[config.mk]
export PLATFORM = sky130hd
export DESIGN_NAME = framebuffer_pixel_alpha_blend_unit
export DESIGN_NICKNAME = d
export VERILOG_FILES = /design/src/rtl/core/fbab_pkg.sv /design/src/rtl/core/framebuffer_pixel_alpha_blend_unit.sv
export SDC_FILE = /design/constraint.sdc
export NUM_CORES = 2
export LEC_CHECK = 0
export BUFFER_PORTS_ARGS = -buffer_cell sky130_fd_sc_hd__buf_2
export CAP_MARGIN = 0
export CORE_MARGIN = 5
export CORE_UTILIZATION = 30
export DETAILED_ROUTE_END_ITERATION = 8
export GPL_ROUTABILITY_DRIVEN = 0
export PLACE_DENSITY = 0.48
export SLEW_MARGIN = 0
export SYNTH_ARGS = -nofsm -noshare
export SYNTH_HDL_FRONTEND = slang
export SYNTH_SLANG_ARGS = --single-unit
[constraint.sdc]
create_clock -name i_clk -period 13.8 [get_ports i_clk]
set_input_delay 0.69 -clock i_clk [delete_from_list [all_inputs] [get_ports i_clk]]
set_output_delay 0.69 -clock i_clk [all_outputs]
set_load 0.02 [all_outputs]
[src/rtl/core/fbab_pkg.sv]
// ----------------------------------------------------------------------------
// Alpha blend pixel writer package
// Field widths, register indexes, reset values and the per-channel helper
// functions shared by the pixel writer.
// ----------------------------------------------------------------------------
package fbab_pkg;

    // Field widths of the data path.
    localparam int BPP_W     = 3;
    localparam int SCAN_W    = 15;
    localparam int SHIFT_W   = 5;
    localparam int SIZE_W    = 4;
    localparam int CHAN_W    = 8;
    localparam int PIXEL_W   = 32;
    localparam int ADDR_W    = 26;
    localparam int CFG_IDX_W = 4;
    localparam int CFG_DAT_W = 15;

    // Supported pixel sizes in bytes.
    localparam logic [BPP_W-1:0] BPP_ONE  = 3'd1;
    localparam logic [BPP_W-1:0] BPP_TWO  = 3'd2;
    localparam logic [BPP_W-1:0] BPP_FOUR = 3'd4;

    // Largest usable channel field size.
    localparam logic [SIZE_W-1:0] MAX_SIZE = 4'd8;

    // Alpha value of a fully opaque source, also the blend divisor.
    localparam logic [CHAN_W-1:0] ALPHA_MAX = 8'd255;

    // Register indexes on the configuration port.
    typedef enum logic [CFG_IDX_W-1:0] {
        CFG_BYTES_PER_PIXEL = 4'd0,
        CFG_SCAN_LINE_BYTES = 4'd1,
        CFG_RED_SHIFT       = 4'd2,
        CFG_RED_SIZE        = 4'd3,
        CFG_GREEN_SHIFT     = 4'd4,
        CFG_GREEN_SIZE      = 4'd5,
        CFG_BLUE_SHIFT      = 4'd6,
        CFG_BLUE_SIZE       = 4'd7
    } t_cfg_idx;

    // Configuration register file.
    typedef struct packed {
        logic [BPP_W-1:0]   bytes_per_pixel;
        logic [SCAN_W-1:0]  scan_line_bytes;
        logic [SHIFT_W-1:0] red_shift;
        logic [SIZE_W-1:0]  red_size;
        logic [SHIFT_W-1:0] green_shift;
        logic [SIZE_W-1:0]  green_size;
        logic [SHIFT_W-1:0] blue_shift;
        logic [SIZE_W-1:0]  blue_size;
    } t_cfg;

    localparam t_cfg CFG_RESET = '{
        bytes_per_pixel: 3'd4,
        scan_line_bytes: 15'd4096,
        red_shift:       5'd16,
        red_size:        4'd8,
        green_shift:     5'd8,
        green_size:      4'd8,
        blue_shift:      5'd0,
        blue_size:       4'd8
    };

    // Field sizes above eight behave as eight.
    function automatic logic [SIZE_W-1:0] eff_size(input logic [SIZE_W-1:0] size);
        return (size > MAX_SIZE) ? MAX_SIZE : size;
    endfunction

    // Reduce an 8-bit channel to its field size by dropping low bits.
    function automatic logic [CHAN_W-1:0] reduce_chan(input logic [CHAN_W-1:0] c8,
                                                      input logic [SIZE_W-1:0] size);
        logic [SIZE_W-1:0] s;
        s = eff_size(size);
        return c8 >> (MAX_SIZE - s);
    endfunction

    // Mask with as many ones as the effective field size.
    function automatic logic [CHAN_W-1:0] field_mask(input logic [SIZE_W-1:0] size);
        logic [CHAN_W:0] m;
        m = ({{CHAN_W{1'b0}}, 1'b1} << eff_size(size)) - {{CHAN_W{1'b0}}, 1'b1};
        return m[CHAN_W-1:0];
    endfunction

    // Pull one field out of the old pixel.
    function automatic logic [CHAN_W-1:0] old_field(input logic [PIXEL_W-1:0] p,
                                                    input logic [SHIFT_W-1:0] shift,
                                                    input logic [SIZE_W-1:0]  size);
        logic [PIXEL_W-1:0] t;
        t = p >> shift;
        return t[CHAN_W-1:0] & field_mask(size);
    endfunction

    // Mix one channel: (c*a + old*(255-a)) / 255. The divide is done as
    // (v + 1 + (v >> 8)) >> 8, which is exact for every v up to 255*255.
    function automatic logic [CHAN_W-1:0] blend_chan(input logic [CHAN_W-1:0] c,
                                                     input logic [CHAN_W-1:0] old,
                                                     input logic [CHAN_W-1:0] a);
        logic [2*CHAN_W-1:0] v;
        logic [2*CHAN_W:0]   q;
        v = (2*CHAN_W)'(c) * (2*CHAN_W)'(a)
          + (2*CHAN_W)'(old) * ((2*CHAN_W)'(ALPHA_MAX) - (2*CHAN_W)'(a));
        q = (2*CHAN_W+1)'(v) + (2*CHAN_W+1)'(1) + (2*CHAN_W+1)'(v >> CHAN_W);
        return q[2*CHAN_W-1:CHAN_W];
    endfunction

endpackage

[src/rtl/core/framebuffer_pixel_alpha_blend_unit.sv]
// ----------------------------------------------------------------------------
// Framebuffer pixel alpha blend unit
// Computes the byte address of a pixel and the repacked pixel word to write,
// either an opaque color write or an alpha blend with the old pixel.
// ----------------------------------------------------------------------------
// A word accepted on i_start passes the input register, then the result
// register, before its result is strobed on o_valid.
// Throughput: one word per cycle; o_busy is never raised and the result
// stage cannot be stalled by the receiver.
// Reset (synchronous, active low) clears both valid flags and loads the
// configuration registers with their default values.
module framebuffer_pixel_alpha_blend_unit #(
    parameter int COORD_BITS = 12
) (
    input  logic                            i_clk,
    input  logic                            i_rst_n,
    // Command channel
    input  logic                            i_start,
    output logic                            o_busy,
    input  logic                            i_operation,
    input  logic [COORD_BITS-1:0]           i_pos_x,
    input  logic [COORD_BITS-1:0]           i_pos_y,
    input  logic [fbab_pkg::CHAN_W-1:0]     i_red,
    input  logic [fbab_pkg::CHAN_W-1:0]     i_green,
    input  logic [fbab_pkg::CHAN_W-1:0]     i_blue,
    input  logic [fbab_pkg::CHAN_W-1:0]     i_alpha,
    input  logic [fbab_pkg::PIXEL_W-1:0]    i_dest_pixel,
    // Result channel
    output logic                            o_valid,
    output logic [fbab_pkg::ADDR_W-1:0]     o_byte_address,
    output logic [fbab_pkg::PIXEL_W-1:0]    o_new_pixel,
    output logic                            o_size_error,
    // Configuration write channel
    input  logic                            i_cfg_valid,
    output logic                            o_cfg_ready,
    input  logic [fbab_pkg::CFG_IDX_W-1:0]  i_cfg_index,
    input  logic [fbab_pkg::CFG_DAT_W-1:0]  i_cfg_data
);

    localparam int XB_W  = COORD_BITS + fbab_pkg::BPP_W;
    localparam int YB_W  = COORD_BITS + fbab_pkg::SCAN_W;
    localparam int SUM_W = (YB_W + 1 > fbab_pkg::ADDR_W) ? YB_W + 1 : fbab_pkg::ADDR_W;

    fbab_pkg::t_cfg r_cfg, n_cfg;

    logic                          r_in_valid;
    logic                          r_op;
    logic [COORD_BITS-1:0]         r_x, r_y;
    logic [fbab_pkg::CHAN_W-1:0]   r_r8, r_g8, r_b8, r_a;
    logic [fbab_pkg::PIXEL_W-1:0]  r_dest;

    logic                          r_out_valid;
    logic [fbab_pkg::ADDR_W-1:0]   r_addr, n_addr;
    logic [fbab_pkg::PIXEL_W-1:0]  r_pixel, n_pixel;
    logic                          r_err, n_err;

    logic                          accept;
    logic [XB_W-1:0]               xb;
    logic [YB_W-1:0]               yb;
    logic [SUM_W-1:0]              addr_sum;
    logic [fbab_pkg::PIXEL_W-1:0]  pmask, old_pix;
    logic [fbab_pkg::CHAN_W-1:0]   red_c, green_c, blue_c;
    logic [fbab_pkg::CHAN_W-1:0]   red_n, green_n, blue_n;
    logic [fbab_pkg::CHAN_W-1:0]   red_p, green_p, blue_p;
    logic [fbab_pkg::PIXEL_W-1:0]  packed_pix;

    // The unit takes a word every cycle and a config write at any time.
    assign o_busy      = 1'b0;
    assign o_cfg_ready = 1'b1;
    assign accept      = i_start && !o_busy;

    // Configuration register write decode.
    always_comb begin
        n_cfg = r_cfg;
        if (i_cfg_valid && o_cfg_ready) begin
            unique case (fbab_pkg::t_cfg_idx'(i_cfg_index))
                fbab_pkg::CFG_BYTES_PER_PIXEL:
                    n_cfg.bytes_per_pixel = i_cfg_data[fbab_pkg::BPP_W-1:0];
                fbab_pkg::CFG_SCAN_LINE_BYTES:
                    n_cfg.scan_line_bytes = i_cfg_data[fbab_pkg::SCAN_W-1:0];
                fbab_pkg::CFG_RED_SHIFT:
                    n_cfg.red_shift = i_cfg_data[fbab_pkg::SHIFT_W-1:0];
                fbab_pkg::CFG_RED_SIZE:
                    n_cfg.red_size = i_cfg_data[fbab_pkg::SIZE_W-1:0];
                fbab_pkg::CFG_GREEN_SHIFT:
                    n_cfg.green_shift = i_cfg_data[fbab_pkg::SHIFT_W-1:0];
                fbab_pkg::CFG_GREEN_SIZE:
                    n_cfg.green_size = i_cfg_data[fbab_pkg::SIZE_W-1:0];
                fbab_pkg::CFG_BLUE_SHIFT:
                    n_cfg.blue_shift = i_cfg_data[fbab_pkg::SHIFT_W-1:0];
                fbab_pkg::CFG_BLUE_SIZE:
                    n_cfg.blue_size = i_cfg_data[fbab_pkg::SIZE_W-1:0];
                default: begin
                    n_cfg = r_cfg;
                end
            endcase
        end
    end

    // Control state: config registers and the two valid flags.
    always_ff @(posedge i_clk) begin
        if (!i_rst_n) begin
            r_cfg       <= fbab_pkg::CFG_RESET;
            r_in_valid  <= 1'b0;
            r_out_valid <= 1'b0;
        end else begin
            r_cfg       <= n_cfg;
            r_in_valid  <= accept;
            r_out_valid <= r_in_valid;
        end
    end

    // Input register captures the command word.
    always_ff @(posedge i_clk) begin
        if (accept) begin
            r_op   <= i_operation;
            r_x    <= i_pos_x;
            r_y    <= i_pos_y;
            r_r8   <= i_red;
            r_g8   <= i_green;
            r_b8   <= i_blue;
            r_a    <= i_alpha;
            r_dest <= i_dest_pixel;
        end
    end

    // Byte address: x * bytes_per_pixel + y * scan_line_bytes, wrapped.
    assign xb       = XB_W'(r_x) * XB_W'(r_cfg.bytes_per_pixel);
    assign yb       = YB_W'(r_y) * YB_W'(r_cfg.scan_line_bytes);
    assign addr_sum = SUM_W'(xb) + SUM_W'(yb);
    assign n_addr   = addr_sum[fbab_pkg::ADDR_W-1:0];

    // Pixel width mask; any other size is flagged.
    always_comb begin
        n_err = 1'b0;
        pmask = '0;
        unique case (r_cfg.bytes_per_pixel)
            fbab_pkg::BPP_ONE:  pmask = 32'h0000_00FF;
            fbab_pkg::BPP_TWO:  pmask = 32'h0000_FFFF;
            fbab_pkg::BPP_FOUR: pmask = 32'hFFFF_FFFF;
            default:            n_err = 1'b1;
        endcase
    end

    assign old_pix = r_dest & pmask;

    // Reduce the source channels to their field sizes.
    assign red_c   = fbab_pkg::reduce_chan(r_r8, r_cfg.red_size);
    assign green_c = fbab_pkg::reduce_chan(r_g8, r_cfg.green_size);
    assign blue_c  = fbab_pkg::reduce_chan(r_b8, r_cfg.blue_size);

    // Blend each channel with the matching old field.
    assign red_n   = fbab_pkg::blend_chan(red_c,
                         fbab_pkg::old_field(old_pix, r_cfg.red_shift, r_cfg.red_size), r_a);
    assign green_n = fbab_pkg::blend_chan(green_c,
                         fbab_pkg::old_field(old_pix, r_cfg.green_shift, r_cfg.green_size), r_a);
    assign blue_n  = fbab_pkg::blend_chan(blue_c,
                         fbab_pkg::old_field(old_pix, r_cfg.blue_shift, r_cfg.blue_size), r_a);

    // Select opaque or blended channels and pack them; overflow bits drop off.
    assign red_p   = r_op ? red_n   : red_c;
    assign green_p = r_op ? green_n : green_c;
    assign blue_p  = r_op ? blue_n  : blue_c;

    assign packed_pix = (fbab_pkg::PIXEL_W'(red_p)   << r_cfg.red_shift)
                      | (fbab_pkg::PIXEL_W'(green_p) << r_cfg.green_shift)
                      | (fbab_pkg::PIXEL_W'(blue_p)  << r_cfg.blue_shift);

    // Final pixel: unchanged on a size error, raw blue byte for an opaque
    // one-byte pixel, otherwise the packed fields cut to the pixel width.
    always_comb begin
        priority if (n_err) begin
            n_pixel = r_dest;
        end else if (!r_op && (r_cfg.bytes_per_pixel == fbab_pkg::BPP_ONE)) begin
            n_pixel = fbab_pkg::PIXEL_W'(r_b8);
        end else begin
            n_pixel = packed_pix & pmask;
        end
    end

    // Result register.
    always_ff @(posedge i_clk) begin
        if (r_in_valid) begin
            r_addr  <= n_addr;
            r_pixel <= n_pixel;
            r_err   <= n_err;
        end
    end

    assign o_valid        = r_out_valid;
    assign o_byte_address = r_addr;
    assign o_new_pixel    = r_pixel;
    assign o_size_error   = r_err;

    // A result appears only for an accepted command word, after it has passed the input and result registers.
    a_result_follows_cmd: assert property (@(posedge i_clk) disable iff (!i_rst_n)
        o_valid |-> $past(i_start && !o_busy && i_rst_n, 2))
        else $error("result strobe without a command two cycles earlier");

    // A flagged pixel size passes the old pixel through untouched.
    a_error_passthrough: assert property (@(posedge i_clk) disable iff (!i_rst_n)
        (o_valid && o_size_error) |-> (o_new_pixel == $past(i_dest_pixel, 2)))
        else $error("size error result differs from the old pixel");

endmodule
==> impl_metrics.py <==
metrics = {
    "status": {
        "status": "finished clean",
    },
    "yosys": {
        "netlist_top_cells_area": "fa_1 (24%), edfxtp_1 (12%), ha_1 (10%), inv_1 (6.3%), nand2_1 (4.6%)",
        "synth_top_area_share_pct": 24.19,
        "avgSynthCellArea_um2": 8.661,
        "synth_area_mm2": 0.03724,
        "synth_area_leader_cell": "fa_1",
        "synth_cells": 4300,
        "yosys.cell_count.top_type": "inv_1",
        "synth_seq_cells": 195,
        "synth_edf_count": 148,
        "netlist_top_cells_count": "inv_1 (629), nand2_1 (455), fa_1 (450)",
        "yosysSeqAreaShare_pct": 14.46,
        "synth_warnings": 0,
        "synthFlopType": "edfxtp_1",
        "yosysUniqueCellTypes": 107,
        "synthArstFlopShare_pct": 0,
    },
    "worst_setup_path": {
        "worst-path-max-fanout": 19,
        "endpoint_kind": "register",
        "criticalPathCategory": "reg -> reg",
        "critical_path.max_stage_delay_ps": 700,
        "slowest_stage": "o32ai_1",
        "arrival_ps": 12750,
        "cp-start-kind": "register",
        "critPathRequiredTime_ps": 14170,
    },
    "routing": {
        "viasPerCell": 5.359,
        "antenna_left": 0,
        "drc": 0,
        "drt-total-wl_mm": 134.9,
        "drt_iter0_markers": 2770,
        "num_vias": 31920,
        "dr.pass1.iters": 8,
        "wire_per_inst_um": 22.64,
    },
    "clock_network": {
        "cts_buffers": 17,
        "numClockSinks": 195,
        "h-tree-depth": 4,
        "ctsHoldBuffers": 0,
        "cts_tree": "yes",
        "clk_pin_slew_worst_paths_ps": 90,
        "clk_path_buf_depth": 2,
        "root_buffer": "clkbuf_16",
        "clk_latency_ps": 550,
        "post-cts-setup-buffer-count": 0,
        "cts_resized": 0,
    },
    "timing": {
        "fmax_ghz": 0.08072,
        "finalSetupViolCount": 0,
        "skew_ps": 19.73,
        "timing.final.crit_period_ps": 12390,
        "max_slew_margin_pct": 18.99,
        "rsz0062_at_grt": "no",
        "drv_slew": 0,
        "finalHoldViolations": 0,
        "min_period_over_period_pct": 89.77,
        "finalSetupTns_ps": 0,
        "worstMarginPinSlew_ps": 1211,
    },
    "min_path": {
        "hold_path_class": "in -> reg",
    },
    "global_route": {
        "grt_usage_pct": 20.37,
        "grt_overflow": 0,
        "antenna_found_initial": 7,
        "grt_max_degree": 61,
        "grt_pass1_wl_mm": 204.8,
        "grt_pass1_vias": 32150,
    },
    "final_layout": {
        "drive_gt1_share_pct": 10.80,
        "synthToLayoutAreaGrowth_pct": 8.241,
        "num-fill-cells": 13130,
        "nets": 5177,
    },
    "floorplan": {
        "dieArea_mm2": 0.1313,
        "die_w_um": 362.3,
        "io_pins": 174,
        "die_h_um": 362.3,
        "coreArea_mm2": 0.1235,
        "std_cell_rows": 129,
        "initial_utilization_pct": 30.16,
    },
    "placement": {
        "hpwl_mm": 105.4,
        "io_buffers": 171,
    },
    "job": {
        "max_cap_viol_count": 0,
    },
}
## stage by stage
stage | hold slack (ps) | utilization (%) | setup WS, ps | std cells | instance area (um^2)
final | 312.1 | 32.65 | 1411 | 5956 | 40310
after detailed placement | 540.7 | 32.17 | 1699 | 5921 | 39720
after floorplan | 471.2 | - | 3146 | 4304 | 37260
after CTS | 274.9 | 32.64 | 1644 | 5953 | 40300
after global routing | 277.7 | 32.64 | 737.8 | 5953 | 40300
after global placement | 526.3 | 32.17 | 1746 | 5921 | 39720
## layout make-up
cell class	instances	area, um^2	area share, %
Clock buffer	18	450.4	1.117
Clock inverter	14	137.6	0.3414
Inverter	639	2401	5.956
Multi-Input combinational cell	3205	28460	70.59
Timing Repair Buffer	245	1414	3.507
Sequential cell	195	5395	13.38
Antenna cell	3	7.507	0.01862
Tap cell	1637	2048	5.081
## per-layer routing
metal,routed length (um),global-route usage (%)
met5,0,0
met4,5655,7.710
met3,8727,3.335
met2,60870,32.13
met1,59610,28.12
## critical path: cells and delay by family (launching register included)
family                   cells  cell delay [ps]
AO/OA/AOI/OAI               13             3480
buffers and inverters        7              730
multiplexers                 1              260
flip-flops                   1              470
adder cells (fa/ha/maj)      8             3500
AND/OR/NAND/NOR             11             2940
XOR/XNOR                     2              780
## cells in the final DEF, fill, tap and decap left out, types with 88 or more instances in the layout
| cell type | synthesis | layout |
|---|---|---|
| and2_1 | 177 | 177 |
| o21ai_0 | 119 | 119 |
| nor2_1 | 321 | 321 |
| edfxtp_1 | 148 | 148 |
| nor3_1 | 105 | 103 |
| inv_1 | 629 | 629 |
| ha_1 | 312 | 312 |
| fa_1 | 450 | 450 |
| nand3_1 | 88 | 88 |
| nand2_1 | 455 | 455 |
| a21oi_1 | 137 | 137 |
| mux2i_1 | 151 | 151 |
| buf_2 | 12 | 170 |
## worst paths after layout
| path | end | start | depth (start not counted) | slack (ps) |
|---|---|---|---|---|
| min reg2reg | r_cfg[1] | r_cfg[1] | 2 | 550 |
| max | o_new_pixel[24] | r_cfg[43] | 42 | 1410 |
| min | r_x[10] | i_pos_x[10] | 1 | 310 |
| max reg2reg | o_new_pixel[24] | r_cfg[43] | 42 | 1410 |
## kinds of logic after synthesis
| family | share of synthesized area [%] |
|---|---|
| and+or+nand+nor | 18.61 |
| buffers and inverters | 9.225 |
| adders and majority gates | 34.75 |
| AOI/OAI and AO/OA | 12.86 |
| muxes | 8.238 |
| DFF | 14.46 |
| xor gates and xnor gates | 1.828 |
| other | 0.02016 |
## state kept, by name (all words and copies together), names as in the netlist
register / count
r_dest: 32
r_b8: 8
o_valid: 1
r_y: 12
o_new_pixel: 32
r_a: 8
r_op: 1
o_size_error: 1
r_g8: 8
r_cfg: 45
o_byte_address: 26
r_x: 12
r_in_valid: 1
r_r8: 8
Power is left out: the tool's default activity adds up to more than one toggle a clock period on the data nets, which glitch-free logic cannot reach.
